## config.mk

```make
export PLATFORM = sky130hd
export DESIGN_NAME = subsampled_average_color
export DESIGN_NICKNAME = d
export VERILOG_FILES = /design/src/hdl/sac_pkg.sv /design/src/hdl/sac_ctrl.sv /design/src/hdl/sac_datapath.sv /design/src/hdl/subsampled_average_color.sv
export SDC_FILE = /design/constraint.sdc
export NUM_CORES = 2
export LEC_CHECK = 0
export ABC_AREA = 1
export ABC_CLOCK_PERIOD_IN_PS = 6300
export BUFFER_PORTS_ARGS = -buffer_cell sky130_fd_sc_hd__buf_2
export CAP_MARGIN = 10
export CORE_ASPECT_RATIO = 1.1
export CORE_MARGIN = 5
export CORE_UTILIZATION = 55
export DETAILED_ROUTE_END_ITERATION = 8
export PLACE_DENSITY = 0.84
export SLEW_MARGIN = 20
export SYNTH_ARGS = -nofsm -noshare
export SYNTH_HDL_FRONTEND = slang
export SYNTH_SLANG_ARGS = --single-unit
```

## constraint.sdc

```tcl
create_clock -name i_clk -period 6.3 [get_ports i_clk]
set_clock_uncertainty 0.2 [all_clocks]
set_input_delay 0.945 -clock i_clk [delete_from_list [all_inputs] [get_ports i_clk]]
set_output_delay 0.945 -clock i_clk [all_outputs]
set_load 0.01 [all_outputs]
```

## src/hdl/sac_pkg.sv

```systemverilog
// Shared types, constants and widths for the subsampled average color block.
package sac_pkg;

    // Default structure parameters
    localparam int DEF_SAMPLE_STRIDE = 8;
    localparam int DEF_MAX_WIDTH     = 4096;
    localparam int DEF_MAX_HEIGHT    = 4096;

    // Fixed field and state widths
    localparam int FMT_W    = 3;
    localparam int WIDTH_W  = 13;
    localparam int DARK_W   = 7;
    localparam int CFG_W    = 13;
    localparam int IDX_W    = 2;
    localparam int COMP_W   = 8;
    localparam int SUM_W    = 27;
    localparam int CNT_W    = 19;
    localparam int DVD_W    = SUM_W + 1;
    localparam int STEP_W   = $clog2(DVD_W);

    // Finishing arithmetic
    localparam int AVG_W       = 9;
    localparam int PROD_W      = 16;
    localparam int RECIP_W     = 17;
    localparam int RND_W       = PROD_W + RECIP_W;
    localparam int RECIP_SHIFT = 23;
    localparam int MUTED_W     = RND_W - RECIP_SHIFT;

    localparam logic [AVG_W-1:0]   AVG_CAP   = 9'd511;
    localparam logic [DARK_W-1:0]  PERCENT   = 7'd100;
    localparam logic [PROD_W-1:0]  RND_BIAS  = 16'd50;
    localparam logic [RECIP_W-1:0] RECIP_100 = 17'd83887;
    localparam logic [MUTED_W-1:0] LIFT      = 10'd10;
    localparam logic [MUTED_W-1:0] COMP_MAX  = 10'd255;

    // Pixel format codes
    localparam logic [FMT_W-1:0] FMT_RGB565LE = 3'd0;
    localparam logic [FMT_W-1:0] FMT_RGB565BE = 3'd1;
    localparam logic [FMT_W-1:0] FMT_RGB24    = 3'd2;
    localparam logic [FMT_W-1:0] FMT_RGBA32   = 3'd3;
    localparam logic [FMT_W-1:0] FMT_BGRA32   = 3'd4;

    // Register indexes
    localparam logic [IDX_W-1:0] CFG_PIXEL_FORMAT  = 2'd0;
    localparam logic [IDX_W-1:0] CFG_IMAGE_WIDTH   = 2'd1;
    localparam logic [IDX_W-1:0] CFG_DARKEN_PERCENT = 2'd2;

    // Register reset values
    localparam logic [FMT_W-1:0]   RST_PIXEL_FORMAT  = FMT_RGB565LE;
    localparam logic [WIDTH_W-1:0] RST_IMAGE_WIDTH   = 13'd320;
    localparam logic [DARK_W-1:0]  RST_DARKEN_PERCENT = 7'd64;

    // Controller to datapath commands
    typedef struct packed {
        logic accept;
        logic div_init;
        logic div_step;
        logic mul;
        logic rnd;
        logic load_out;
    } t_dp_cmd;

    // Datapath to controller status
    typedef struct packed {
        logic count_zero;
        logic out_free;
    } t_dp_sts;

endpackage

```

## src/hdl/sac_ctrl.sv

```systemverilog
// Sequencer for pixel intake, the shared divide loop and result hand-off.
module sac_ctrl (
    input  logic             i_clk,
    input  logic             i_rst_n,
    input  logic             i_in_valid,
    input  logic             i_last_pixel,
    output logic             o_in_stall,
    input  sac_pkg::t_dp_sts i_sts,
    output sac_pkg::t_dp_cmd o_cmd
);
    import sac_pkg::*;

    typedef enum logic [5:0] {
        ST_ACCEPT = 6'b000001,
        ST_START  = 6'b000010,
        ST_DIV    = 6'b000100,
        ST_MUL    = 6'b001000,
        ST_RND    = 6'b010000,
        ST_LOAD   = 6'b100000
    } t_state;

    localparam logic [STEP_W-1:0] LAST_STEP = STEP_W'(DVD_W - 1);

    t_state            r_state, n_state;
    logic [STEP_W-1:0] r_step, n_step;
    logic              in_acc;

    assign in_acc     = i_in_valid && (r_state == ST_ACCEPT);
    assign o_in_stall = (r_state != ST_ACCEPT);

    always_comb begin
        n_state = r_state;
        n_step  = r_step;
        o_cmd   = '0;
        o_cmd.accept = in_acc;
        case (r_state)
            ST_ACCEPT: begin
                if (in_acc && i_last_pixel) begin
                    n_state = ST_START;
                end
            end
            ST_START: begin
                n_step = '0;
                if (i_sts.count_zero) begin
                    n_state = ST_LOAD;
                end else begin
                    o_cmd.div_init = 1'b1;
                    n_state        = ST_DIV;
                end
            end
            ST_DIV: begin
                o_cmd.div_step = 1'b1;
                n_step         = r_step + 1'b1;
                if (r_step == LAST_STEP) begin
                    n_state = ST_MUL;
                end
            end
            ST_MUL: begin
                o_cmd.mul = 1'b1;
                n_state   = ST_RND;
            end
            ST_RND: begin
                o_cmd.rnd = 1'b1;
                n_state   = ST_LOAD;
            end
            ST_LOAD: begin
                if (i_sts.out_free) begin
                    o_cmd.load_out = 1'b1;
                    n_state        = ST_ACCEPT;
                end
            end
            default: begin
                n_state = ST_ACCEPT;
            end
        endcase
    end

    always_ff @(posedge i_clk) begin
        if (!i_rst_n) begin
            r_state <= ST_ACCEPT;
            r_step  <= '0;
        end else begin
            r_state <= n_state;
            r_step  <= n_step;
        end
    end

    a_last_starts: assert property (@(posedge i_clk) disable iff (!i_rst_n)
        in_acc && i_last_pixel |=> r_state == ST_START)
        else $error("last pixel did not start finishing");

    a_step_range: assert property (@(posedge i_clk) disable iff (!i_rst_n)
        r_state == ST_DIV |-> r_step <= LAST_STEP)
        else $error("divide step counter overran");

    a_empty_skips: assert property (@(posedge i_clk) disable iff (!i_rst_n)
        r_state == ST_START && i_sts.count_zero |=> r_state == ST_LOAD)
        else $error("empty image did not skip the divide");

endmodule

```

## src/hdl/sac_datapath.sv

```systemverilog
// Position tracking, pixel decode, accumulators, divide lanes and output register.
module sac_datapath #(
    parameter int SAMPLE_STRIDE = sac_pkg::DEF_SAMPLE_STRIDE,
    parameter int MAX_WIDTH     = sac_pkg::DEF_MAX_WIDTH,
    parameter int MAX_HEIGHT    = sac_pkg::DEF_MAX_HEIGHT
) (
    input  logic                         i_clk,
    input  logic                         i_rst_n,
    input  logic                         i_cfg_we,
    input  logic [sac_pkg::IDX_W-1:0]    i_cfg_index,
    input  logic [sac_pkg::CFG_W-1:0]    i_cfg_data,
    input  logic [31:0]                  i_pixel_bytes,
    input  logic                         i_pixel_complete,
    input  logic                         i_last_pixel,
    input  logic                         i_out_stall,
    input  sac_pkg::t_dp_cmd             i_cmd,
    output sac_pkg::t_dp_sts             o_sts,
    output logic                         o_out_valid,
    output logic [sac_pkg::COMP_W-1:0]   o_red_out,
    output logic [sac_pkg::COMP_W-1:0]   o_green_out,
    output logic [sac_pkg::COMP_W-1:0]   o_blue_out,
    output logic                         o_color_valid
);
    import sac_pkg::*;

    localparam int COL_W = (MAX_WIDTH > 1) ? $clog2(MAX_WIDTH) : 1;
    localparam int ROW_W = (MAX_HEIGHT > 1) ? $clog2(MAX_HEIGHT) : 1;
    localparam int EW    = (COL_W + 1 > WIDTH_W) ? COL_W + 1 : WIDTH_W;
    localparam int PH_W  = (SAMPLE_STRIDE > 1) ? $clog2(SAMPLE_STRIDE) : 1;
    localparam logic [PH_W-1:0] PH_LAST = PH_W'(SAMPLE_STRIDE - 1);

    // Configuration
    logic [FMT_W-1:0]   r_fmt;
    logic [WIDTH_W-1:0] r_width;
    logic [DARK_W-1:0]  r_dark;

    // Position and accumulation state
    logic [COL_W-1:0] r_col;
    logic [ROW_W-1:0] r_row;
    logic [PH_W-1:0]  r_col_ph, r_row_ph;
    logic [SUM_W-1:0] r_sum [3];
    logic [CNT_W-1:0] r_count;

    // Finishing lanes
    logic [CNT_W-1:0] r_rem  [3];
    logic [DVD_W-1:0] r_quo  [3];
    logic [PROD_W-1:0] r_prod [3];
    logic [RND_W-1:0] r_rnd  [3];

    // Output register
    logic              r_out_valid;
    logic [COMP_W-1:0] r_out_comp [3];
    logic              r_out_cvalid;

    logic [EW-1:0]     eff_width, col_inc, w_ext;
    logic              col_wrap;
    logic [ROW_W:0]    row_inc;
    logic              row_wrap;
    logic [7:0]        b0, b1, b2;
    logic [15:0]       w16;
    logic [COMP_W-1:0] comp [3];
    logic              fmt_ok, sample;
    logic [SUM_W-1:0]  sum_add [3];
    logic [SUM_W:0]    sum_wide [3];
    logic [DARK_W-1:0] scale;
    logic [CNT_W:0]    shifted [3];
    logic              ge [3];
    logic [AVG_W-1:0]  avg [3];
    logic [MUTED_W-1:0] muted [3];
    logic [COMP_W-1:0] final_comp [3];

    // Clamp width into one..MAX_WIDTH
    always_comb begin
        w_ext = EW'(r_width);
        if (w_ext == '0) begin
            eff_width = EW'(1);
        end else if (w_ext > EW'(MAX_WIDTH)) begin
            eff_width = EW'(MAX_WIDTH);
        end else begin
            eff_width = w_ext;
        end
        col_inc  = EW'(r_col) + 1'b1;
        col_wrap = (col_inc >= eff_width);
        row_inc  = (ROW_W + 1)'(r_row) + 1'b1;
        row_wrap = (row_inc >= (ROW_W + 1)'(MAX_HEIGHT));
    end

    // Decode one pixel to 8-bit components
    always_comb begin
        b0     = i_pixel_bytes[7:0];
        b1     = i_pixel_bytes[15:8];
        b2     = i_pixel_bytes[23:16];
        w16    = (r_fmt == FMT_RGB565BE) ? {b0, b1} : {b1, b0};
        fmt_ok = 1'b1;
        comp[0] = b0;
        comp[1] = b1;
        comp[2] = b2;
        case (r_fmt)
            FMT_RGB565LE, FMT_RGB565BE: begin
                comp[0] = {w16[15:11], 3'b000};
                comp[1] = {w16[10:5], 2'b00};
                comp[2] = {w16[4:0], 3'b000};
            end
            FMT_RGB24, FMT_RGBA32: begin
                comp[0] = b0;
                comp[1] = b1;
                comp[2] = b2;
            end
            FMT_BGRA32: begin
                comp[0] = b2;
                comp[1] = b1;
                comp[2] = b0;
            end
            default: begin
                fmt_ok = 1'b0;
            end
        endcase
        sample = i_cmd.accept && i_pixel_complete && fmt_ok
                 && (r_col_ph == '0) && (r_row_ph == '0);
    end

    // Saturating sums, divide step and finishing arithmetic per lane
    always_comb begin
        scale = PERCENT - ((r_dark > PERCENT) ? PERCENT : r_dark);
        for (int k = 0; k < 3; k++) begin
            sum_wide[k] = (SUM_W + 1)'(r_sum[k]) + (SUM_W + 1)'(comp[k]);
            sum_add[k]  = sum_wide[k][SUM_W] ? '1 : sum_wide[k][SUM_W-1:0];
            shifted[k]  = {r_rem[k], r_quo[k][DVD_W-1]};
            ge[k]       = (shifted[k] >= {1'b0, r_count});
            avg[k]      = (r_quo[k] > DVD_W'(AVG_CAP)) ? AVG_CAP : r_quo[k][AVG_W-1:0];
            muted[k]    = r_rnd[k][RND_W-1:RECIP_SHIFT] + LIFT;
            final_comp[k] = (muted[k] > COMP_MAX) ? COMP_MAX[COMP_W-1:0]
                                                  : muted[k][COMP_W-1:0];
        end
    end

    // Configuration writes
    always_ff @(posedge i_clk) begin
        if (!i_rst_n) begin
            r_fmt   <= RST_PIXEL_FORMAT;
            r_width <= RST_IMAGE_WIDTH;
            r_dark  <= RST_DARKEN_PERCENT;
        end else if (i_cfg_we) begin
            case (i_cfg_index)
                CFG_PIXEL_FORMAT:   r_fmt   <= i_cfg_data[FMT_W-1:0];
                CFG_IMAGE_WIDTH:    r_width <= i_cfg_data[WIDTH_W-1:0];
                CFG_DARKEN_PERCENT: r_dark  <= i_cfg_data[DARK_W-1:0];
                default: ;
            endcase
        end
    end

    // Raster position and accumulators
    always_ff @(posedge i_clk) begin
        if (!i_rst_n) begin
            r_col    <= '0;
            r_row    <= '0;
            r_col_ph <= '0;
            r_row_ph <= '0;
            r_count  <= '0;
            for (int k = 0; k < 3; k++) begin
                r_sum[k] <= '0;
            end
        end else begin
            if (i_cmd.accept) begin
                if (i_last_pixel) begin
                    r_col    <= '0;
                    r_row    <= '0;
                    r_col_ph <= '0;
                    r_row_ph <= '0;
                end else if (col_wrap) begin
                    r_col    <= '0;
                    r_col_ph <= '0;
                    r_row    <= row_wrap ? '0 : row_inc[ROW_W-1:0];
                    r_row_ph <= (row_wrap || r_row_ph == PH_LAST) ? '0 : r_row_ph + 1'b1;
                end else begin
                    r_col    <= col_inc[COL_W-1:0];
                    r_col_ph <= (r_col_ph == PH_LAST) ? '0 : r_col_ph + 1'b1;
                end
            end
            if (i_cmd.load_out) begin
                r_count <= '0;
                for (int k = 0; k < 3; k++) begin
                    r_sum[k] <= '0;
                end
            end else if (sample) begin
                r_count <= (r_count == '1) ? r_count : r_count + 1'b1;
                for (int k = 0; k < 3; k++) begin
                    r_sum[k] <= sum_add[k];
                end
            end
        end
    end

    // Restoring divide, scale multiply and reciprocal rounding
    always_ff @(posedge i_clk) begin
        for (int k = 0; k < 3; k++) begin
            if (i_cmd.div_init) begin
                r_rem[k] <= '0;
                r_quo[k] <= DVD_W'(r_sum[k]) + DVD_W'(r_count >> 1);
            end else if (i_cmd.div_step) begin
                r_rem[k] <= ge[k] ? CNT_W'(shifted[k] - {1'b0, r_count})
                                  : shifted[k][CNT_W-1:0];
                r_quo[k] <= {r_quo[k][DVD_W-2:0], ge[k]};
            end
            if (i_cmd.mul) begin
                r_prod[k] <= PROD_W'(avg[k]) * PROD_W'(scale);
            end
            if (i_cmd.rnd) begin
                r_rnd[k] <= RND_W'(r_prod[k] + RND_BIAS) * RND_W'(RECIP_100);
            end
        end
    end

    // Output register
    always_ff @(posedge i_clk) begin
        if (!i_rst_n) begin
            r_out_valid <= 1'b0;
        end else if (i_cmd.load_out) begin
            r_out_valid <= 1'b1;
        end else if (!i_out_stall) begin
            r_out_valid <= 1'b0;
        end
    end

    always_ff @(posedge i_clk) begin
        if (i_cmd.load_out) begin
            r_out_cvalid <= !o_sts.count_zero;
            for (int k = 0; k < 3; k++) begin
                r_out_comp[k] <= o_sts.count_zero ? '0 : final_comp[k];
            end
        end
    end

    assign o_sts.count_zero = (r_count == '0);
    assign o_sts.out_free   = !r_out_valid || !i_out_stall;
    assign o_out_valid      = r_out_valid;
    assign o_red_out        = r_out_comp[0];
    assign o_green_out      = r_out_comp[1];
    assign o_blue_out       = r_out_comp[2];
    assign o_color_valid    = r_out_cvalid;

    a_load_free: assert property (@(posedge i_clk) disable iff (!i_rst_n)
        i_cmd.load_out |-> (!r_out_valid || !i_out_stall))
        else $error("result loaded over an unread result");

    a_load_clears: assert property (@(posedge i_clk) disable iff (!i_rst_n)
        i_cmd.load_out |=> (r_count == '0) && (r_sum[0] == '0))
        else $error("accumulators not cleared after result");

    a_empty_zero: assert property (@(posedge i_clk) disable iff (!i_rst_n)
        r_out_valid && !r_out_cvalid |->
            (r_out_comp[0] == '0) && (r_out_comp[1] == '0) && (r_out_comp[2] == '0))
        else $error("empty result carries nonzero color");

endmodule

```

## src/hdl/subsampled_average_color.sv

```systemverilog
// Top level of the subsampled average color block.
//
// Usage: pixels of one image enter on the input channel (i_in_valid, o_in_stall)
// in raster order, one item each. Every pixel whose column and row are both
// multiples of the sample stride, and whose bytes are marked complete, is
// decoded per pixel_format and added to three component sums (unless the
// format code is unknown). The pixel marked last closes the image: one result
// item leaves on the output channel (o_out_valid, i_out_stall) with the
// darkened average color. Throughput: one pixel per cycle while inside an image.
// After the last pixel no item is taken until the image is finished: a setup
// step, the one-bit-per-cycle restoring divider (three lanes, one per
// component), a multiply step, a rounding step and a load step. An image with
// no samples skips the divider, multiply and rounding steps.
// The result sits in an output register; pixels of the next image flow in
// while it waits. If the receiver still stalls when the next result is ready,
// the block holds in its load step and stalls its input.
// Reset (synchronous, active low) restores register defaults, clears the
// position and sums, and empties the output register.
module subsampled_average_color #(
    parameter int SAMPLE_STRIDE = sac_pkg::DEF_SAMPLE_STRIDE,
    parameter int MAX_WIDTH     = sac_pkg::DEF_MAX_WIDTH,
    parameter int MAX_HEIGHT    = sac_pkg::DEF_MAX_HEIGHT
) (
    input  logic                       i_clk,
    input  logic                       i_rst_n,
    // Configuration write port
    input  logic                       i_cfg_we,
    input  logic [sac_pkg::IDX_W-1:0]  i_cfg_index,
    input  logic [sac_pkg::CFG_W-1:0]  i_cfg_data,
    // Pixel input channel
    input  logic                       i_in_valid,
    output logic                       o_in_stall,
    input  logic [31:0]                i_pixel_bytes,
    input  logic                       i_pixel_complete,
    input  logic                       i_last_pixel,
    // Result output channel
    output logic                       o_out_valid,
    input  logic                       i_out_stall,
    output logic [sac_pkg::COMP_W-1:0] o_red_out,
    output logic [sac_pkg::COMP_W-1:0] o_green_out,
    output logic [sac_pkg::COMP_W-1:0] o_blue_out,
    output logic                       o_color_valid
);
    import sac_pkg::*;

    t_dp_cmd cmd;
    t_dp_sts sts;

    // Sequence intake, divide and result hand-off
    sac_ctrl u_ctrl (
        .i_clk        (i_clk),
        .i_rst_n      (i_rst_n),
        .i_in_valid   (i_in_valid),
        .i_last_pixel (i_last_pixel),
        .o_in_stall   (o_in_stall),
        .i_sts        (sts),
        .o_cmd        (cmd)
    );

    // Track position, accumulate samples, finish and hold the result
    sac_datapath #(
        .SAMPLE_STRIDE (SAMPLE_STRIDE),
        .MAX_WIDTH     (MAX_WIDTH),
        .MAX_HEIGHT    (MAX_HEIGHT)
    ) u_datapath (
        .i_clk            (i_clk),
        .i_rst_n          (i_rst_n),
        .i_cfg_we         (i_cfg_we),
        .i_cfg_index      (i_cfg_index),
        .i_cfg_data       (i_cfg_data),
        .i_pixel_bytes    (i_pixel_bytes),
        .i_pixel_complete (i_pixel_complete),
        .i_last_pixel     (i_last_pixel),
        .i_out_stall      (i_out_stall),
        .i_cmd            (cmd),
        .o_sts            (sts),
        .o_out_valid      (o_out_valid),
        .o_red_out        (o_red_out),
        .o_green_out      (o_green_out),
        .o_blue_out       (o_blue_out),
        .o_color_valid    (o_color_valid)
    );

endmodule
```

==> flow_results.org <==
** Clock tree
- Maximum buffer depth of the clock tree :: 3
- CTS saw 409 sinks.
- Clock-pin slew was measured on the worst setup and hold paths at 60 ps.
- Clock Tree Root :: sky130_fd_sc_hd__clkbuf_16
- TritonCTS created 49 clock buffers.
- Clock latency on the worst-skew pair, taken at its later pin, is around 670 ps.
- CTS H-tree depth :: 2
- CTS tree :: done

** Timing
- Final-report max-slew violation count :: 0
- RSZ-0062 raised after global routing :: yes
- Final clock period utilization by the worst path :: 1.01
- Hold_ws :: 292 ps
- The number of hold-slack violations in the final timing report came to 0.
- Count of final setup violators :: 6
- Measured against its own limit, the worst slew margin works out to 0.296.
- Once routing completed, OpenROAD measured the worst setup slack at -72.7 ps.
- Transition time of the tightest slew-check pin :: ~1000 ps
- The smallest clock period supported by the final layout is computed as 6370 ps.
- For this run, the top clock speed supported by timing is 157 MHz.

** Critical path
- Worst path bufs/invs :: 6
- Sort of element at the start of the critical path :: flip-flop
- CP Capture Type :: flip-flop
- On the critical path the largest part of the delay comes from adder cells.
- Top cell by count, worst path :: sky130_fd_sc_hd__fa_1
- The critical path is of the flip-flop to flip-flop type.
- The slowest stage of the critical path belongs to the cell sky130_fd_sc_hd__fa_1.
- Maximum fanout along the worst path :: 7
- Data on the critical path is required at its endpoint by around 6500 ps.
- Crit-path max cell delay :: 560 ps
- Crit path arrival time :: approximately 6600 ps
- Setup slack on the worst flop-to-flop path :: -70 ps

** Floorplanning
- For this design the top-level I/O count stands at 81.
- Chip width :: 315 um
- The initial utilization of the core area, before any placement, comes to 0.552.
- The floorplan step defined a die boundary enclosing 109000 um^2.
- Row Count :: between 100 and 150
- The total area inside the core boundary comes to 102000 um^2.
- The die is 346 um tall.

** Global routing
- Entering global routing, the biggest net connects between 80 and 90 pins.
- Overall track demand over capacity in global routing :: 0.268
- Summed over all layers, the global routing overflow is 0.
- Initial antenna violation count :: 1
- Global-route wire length before repair :: 242000 um
- Number of global-route vias before repair :: 50800

** Flow run
- Total of max-cap violations :: 0

** Synth
- Synthesis inferred 409 register bits.
- Seq/Total Area, Yosys :: 0.203
- Share of the synthesized area in the top cell type :: 0.173
- Largest area contributor in the synthesized netlist :: sky130_fd_sc_hd__edfxtp_1
- Asr flop ratio synth :: 0
- Yosys attributes the largest share of cell area to sky130_fd_sc_hd__edfxtp_1 (17%), sky130_fd_sc_hd__fa_1 (17%), sky130_fd_sc_hd__ha_1 (16%).
- The average instance in the mapped netlist occupies 7.39 um^2.
- In this run, synthesis inferred between 300 and 400 flip-flops with an integrated enable.
- The netlist uses 61 different library cells.
- The number of nets in the synthesized netlist is slightly below 9000.
- Cell area after synthesis :: 56300 um^2
- Number of cells produced by synthesis :: 7617
- Dominant register cell in the synthesized netlist :: sky130_fd_sc_hd__edfxtp_1
- Most common cell in the netlist :: sky130_fd_sc_hd__nand2_1
- The commonest cells after synthesis are sky130_fd_sc_hd__nand2_1 (1904), sky130_fd_sc_hd__inv_1 (1609), sky130_fd_sc_hd__nor2_1 (721), sky130_fd_sc_hd__ha_1 (715), sky130_fd_sc_hd__nand3_1 (488).
- During synthesis, Yosys emitted a total of 0 warnings.

** Power and ir drop
- In this run the power density over the cells is 168 nW/um^2.
- IR analysis of the VDD net gives a maximum drop of 0.218 mV.
- Leakage power figure :: 32.6 nW

** Outcome
- The final reports fail on setup timing.
- Status :: finished with violations

** Layout
- Of the cells placed in the final design, the portion with a size suffix greater than 1 is 0.100.
- Final core utilization :: 0.618
- Area growth from synthesis to layout :: 11.9%
- Antenna Cells :: 0
- The net count of the finished layout is 9078.
- Fillcell total :: 8423

** Drt
- Per-cell routed wire length :: 17.0 um
- Detailed-route DRC error count :: 0
- For this block, the initial DRC count from the detailed router was between 3000 and 4000.
- The pre-antenna-repair detailed-routing pass consisted of 8 iterations.
- Remaining antenna violation count :: 0
- Total routed wirelength :: 157000 um
- Total number of vias :: 50900
- Using the TritonRoute via totals, the vias-per-cell ratio works out to 5.50.

** Placed design
- The HPWL after detailed placement is ~120000 um.
- The congestion estimate from routability-driven global placement came to 0.990.
- Count of input and output buffers :: a little over 70

** Hold path
- Type of the worst min-delay path :: flip-flop to flip-flop
[report_power, final]
| part | leakage (nW) | total [W] | internal [W] | switching [W] |
|---|---|---|---|---|
| Combinational | 28.1 | 0.00424 | 0.00163 | 0.00261 |
| Sequential | 3.65 | 0.00330 | 0.00319 | 0.000102 |
| Clock | 0.858 | 0.00303 | 0.00174 | 0.00128 |
| Total | 32.6 | 0.0106 | 0.00657 | 0.00399 |
[worst paths after layout]
check,depth (start not counted),startpoint,to
min,2,u_datapath.r_col[10],u_datapath.r_col[10]
min reg2reg,2,u_datapath.r_col[10],u_datapath.r_col[10]
max,25,u_datapath.r_prod[0][20],u_datapath.r_rnd[0][59]
max reg2reg,25,u_datapath.r_prod[0][20],u_datapath.r_rnd[0][59]
[tightest hold or removal path: cells and delay by family (launching register included)]
kind / cells / cell delay (ps)
flops: 1 / 320
compound gates: 1 / 50
simple gates: 1 / 70
[registers in the layout, indices dropped and copies added (netlist names)]
signal,count
u_datapath.r_quo,84
u_datapath.r_sum,81
u_datapath.r_rem,57
u_datapath.r_prod,48
u_datapath.r_rnd,30
u_datapath.r_out_comp,24
u_datapath.r_count,19
u_datapath.r_width,13
u_datapath.r_col,12
u_datapath.r_row,12
u_datapath.r_dark,7
u_ctrl.r_state,6
u_ctrl.r_step,5
u_datapath.r_col_ph,3
u_datapath.r_fmt,3
u_datapath.r_row_ph,3
u_datapath.o_color_valid,1
u_datapath.o_out_valid,1
[cells by family after synthesis]
group	after synthesis	synth area share
DFF	409	0.203
xor gates and xnor gates	202	0.0314
adders and majority gates	1183	0.325
AOI/OAI and AO/OA	648	0.0639
and+or+nand+nor	3454	0.258
buffers and inverters	1721	0.118
[cells in the final DEF, fill, tap and decap left out, types with 15 or more instances in the layout]
cell type / Yosys / final
sky130_fd_sc_hd__xor2_1: 112 / 103
sky130_fd_sc_hd__nand3b_1: 25 / 25
sky130_fd_sc_hd__nand3_1: 488 / 480
sky130_fd_sc_hd__nor2_4: 6 / 28
sky130_fd_sc_hd__o21ai_0: 191 / 173
sky130_fd_sc_hd__buf_6: 9 / 15
sky130_fd_sc_hd__dfxtp_1: 84 / 84
sky130_fd_sc_hd__ha_1: 715 / 650
sky130_fd_sc_hd__nand4_1: 118 / 118
sky130_fd_sc_hd__inv_1: 1609 / 1559
sky130_fd_sc_hd__buf_4: 10 / 176
sky130_fd_sc_hd__a31oi_1: 15 / 15
sky130_fd_sc_hd__fa_2: 0 / 15
sky130_fd_sc_hd__a21oi_1: 304 / 257
sky130_fd_sc_hd__fa_1: 468 / 453
sky130_fd_sc_hd__o21ai_1: 7 / 17
sky130_fd_sc_hd__nand2_4: 1 / 20
sky130_fd_sc_hd__inv_2: 15 / 63
sky130_fd_sc_hd__a21o_1: 28 / 28
sky130_fd_sc_hd__nand2_2: 10 / 50
sky130_fd_sc_hd__edfxtp_1: 325 / 325
sky130_fd_sc_hd__nor2_2: 13 / 36
sky130_fd_sc_hd__xnor2_1: 90 / 82
sky130_fd_sc_hd__nor2_1: 721 / 676
sky130_fd_sc_hd__nand2_1: 1904 / 1845
sky130_fd_sc_hd__a21oi_2: 6 / 48
sky130_fd_sc_hd__or2_2: 32 / 32
sky130_fd_sc_hd__nor3_1: 91 / 82
sky130_fd_sc_hd__clkbuf_16: 0 / 57
sky130_fd_sc_hd__o21bai_1: 41 / 39
sky130_fd_sc_hd__ha_4: 0 / 60
sky130_fd_sc_hd__buf_2: 44 / 72
[layer usage]
layer  GRT usage  part of all wire
met3      0.0352             0.066
met2       0.471              0.49
met1       0.326              0.39
met4       0.121             0.056
met5           0          0.000083
[area by class of cell]
cell class,count,area (um^2),area share
Inverter,1628,6130,0.0973
Sequential cell,409,11400,0.182
Tap cell,1375,1720,0.0273
Multi-Input combinational cell,5487,40100,0.636
Clock buffer,68,1520,0.0241
Timing Repair Buffer,266,1910,0.0303
Clock inverter,24,201,0.00320
[what timing repair did]
item,CTS,global route
setup endpoints to repair,24,34
endpoints found under the hold margin,0,0
setup buffers,9,44
pin swaps,26,172
hold buffers,0,0
gates resized for setup,57,362
[through the flow]
step	std cells	area, um^2	power (W)	setup WS [ps]	TNS, ps
global route	9257	63000	0.0113	-318	-5670
global placement	9111	59000	0.00726	-150	-258
floorplan	7617	56300	0.00654	37.6	0
CTS	9212	61000	0.0106	-23.7	-33.2
finish	9257	63000	0.0106	-72.7	-247
detailed placement	9111	59000	0.00747	-202	-2290
(Power assumes the default switching activity.)
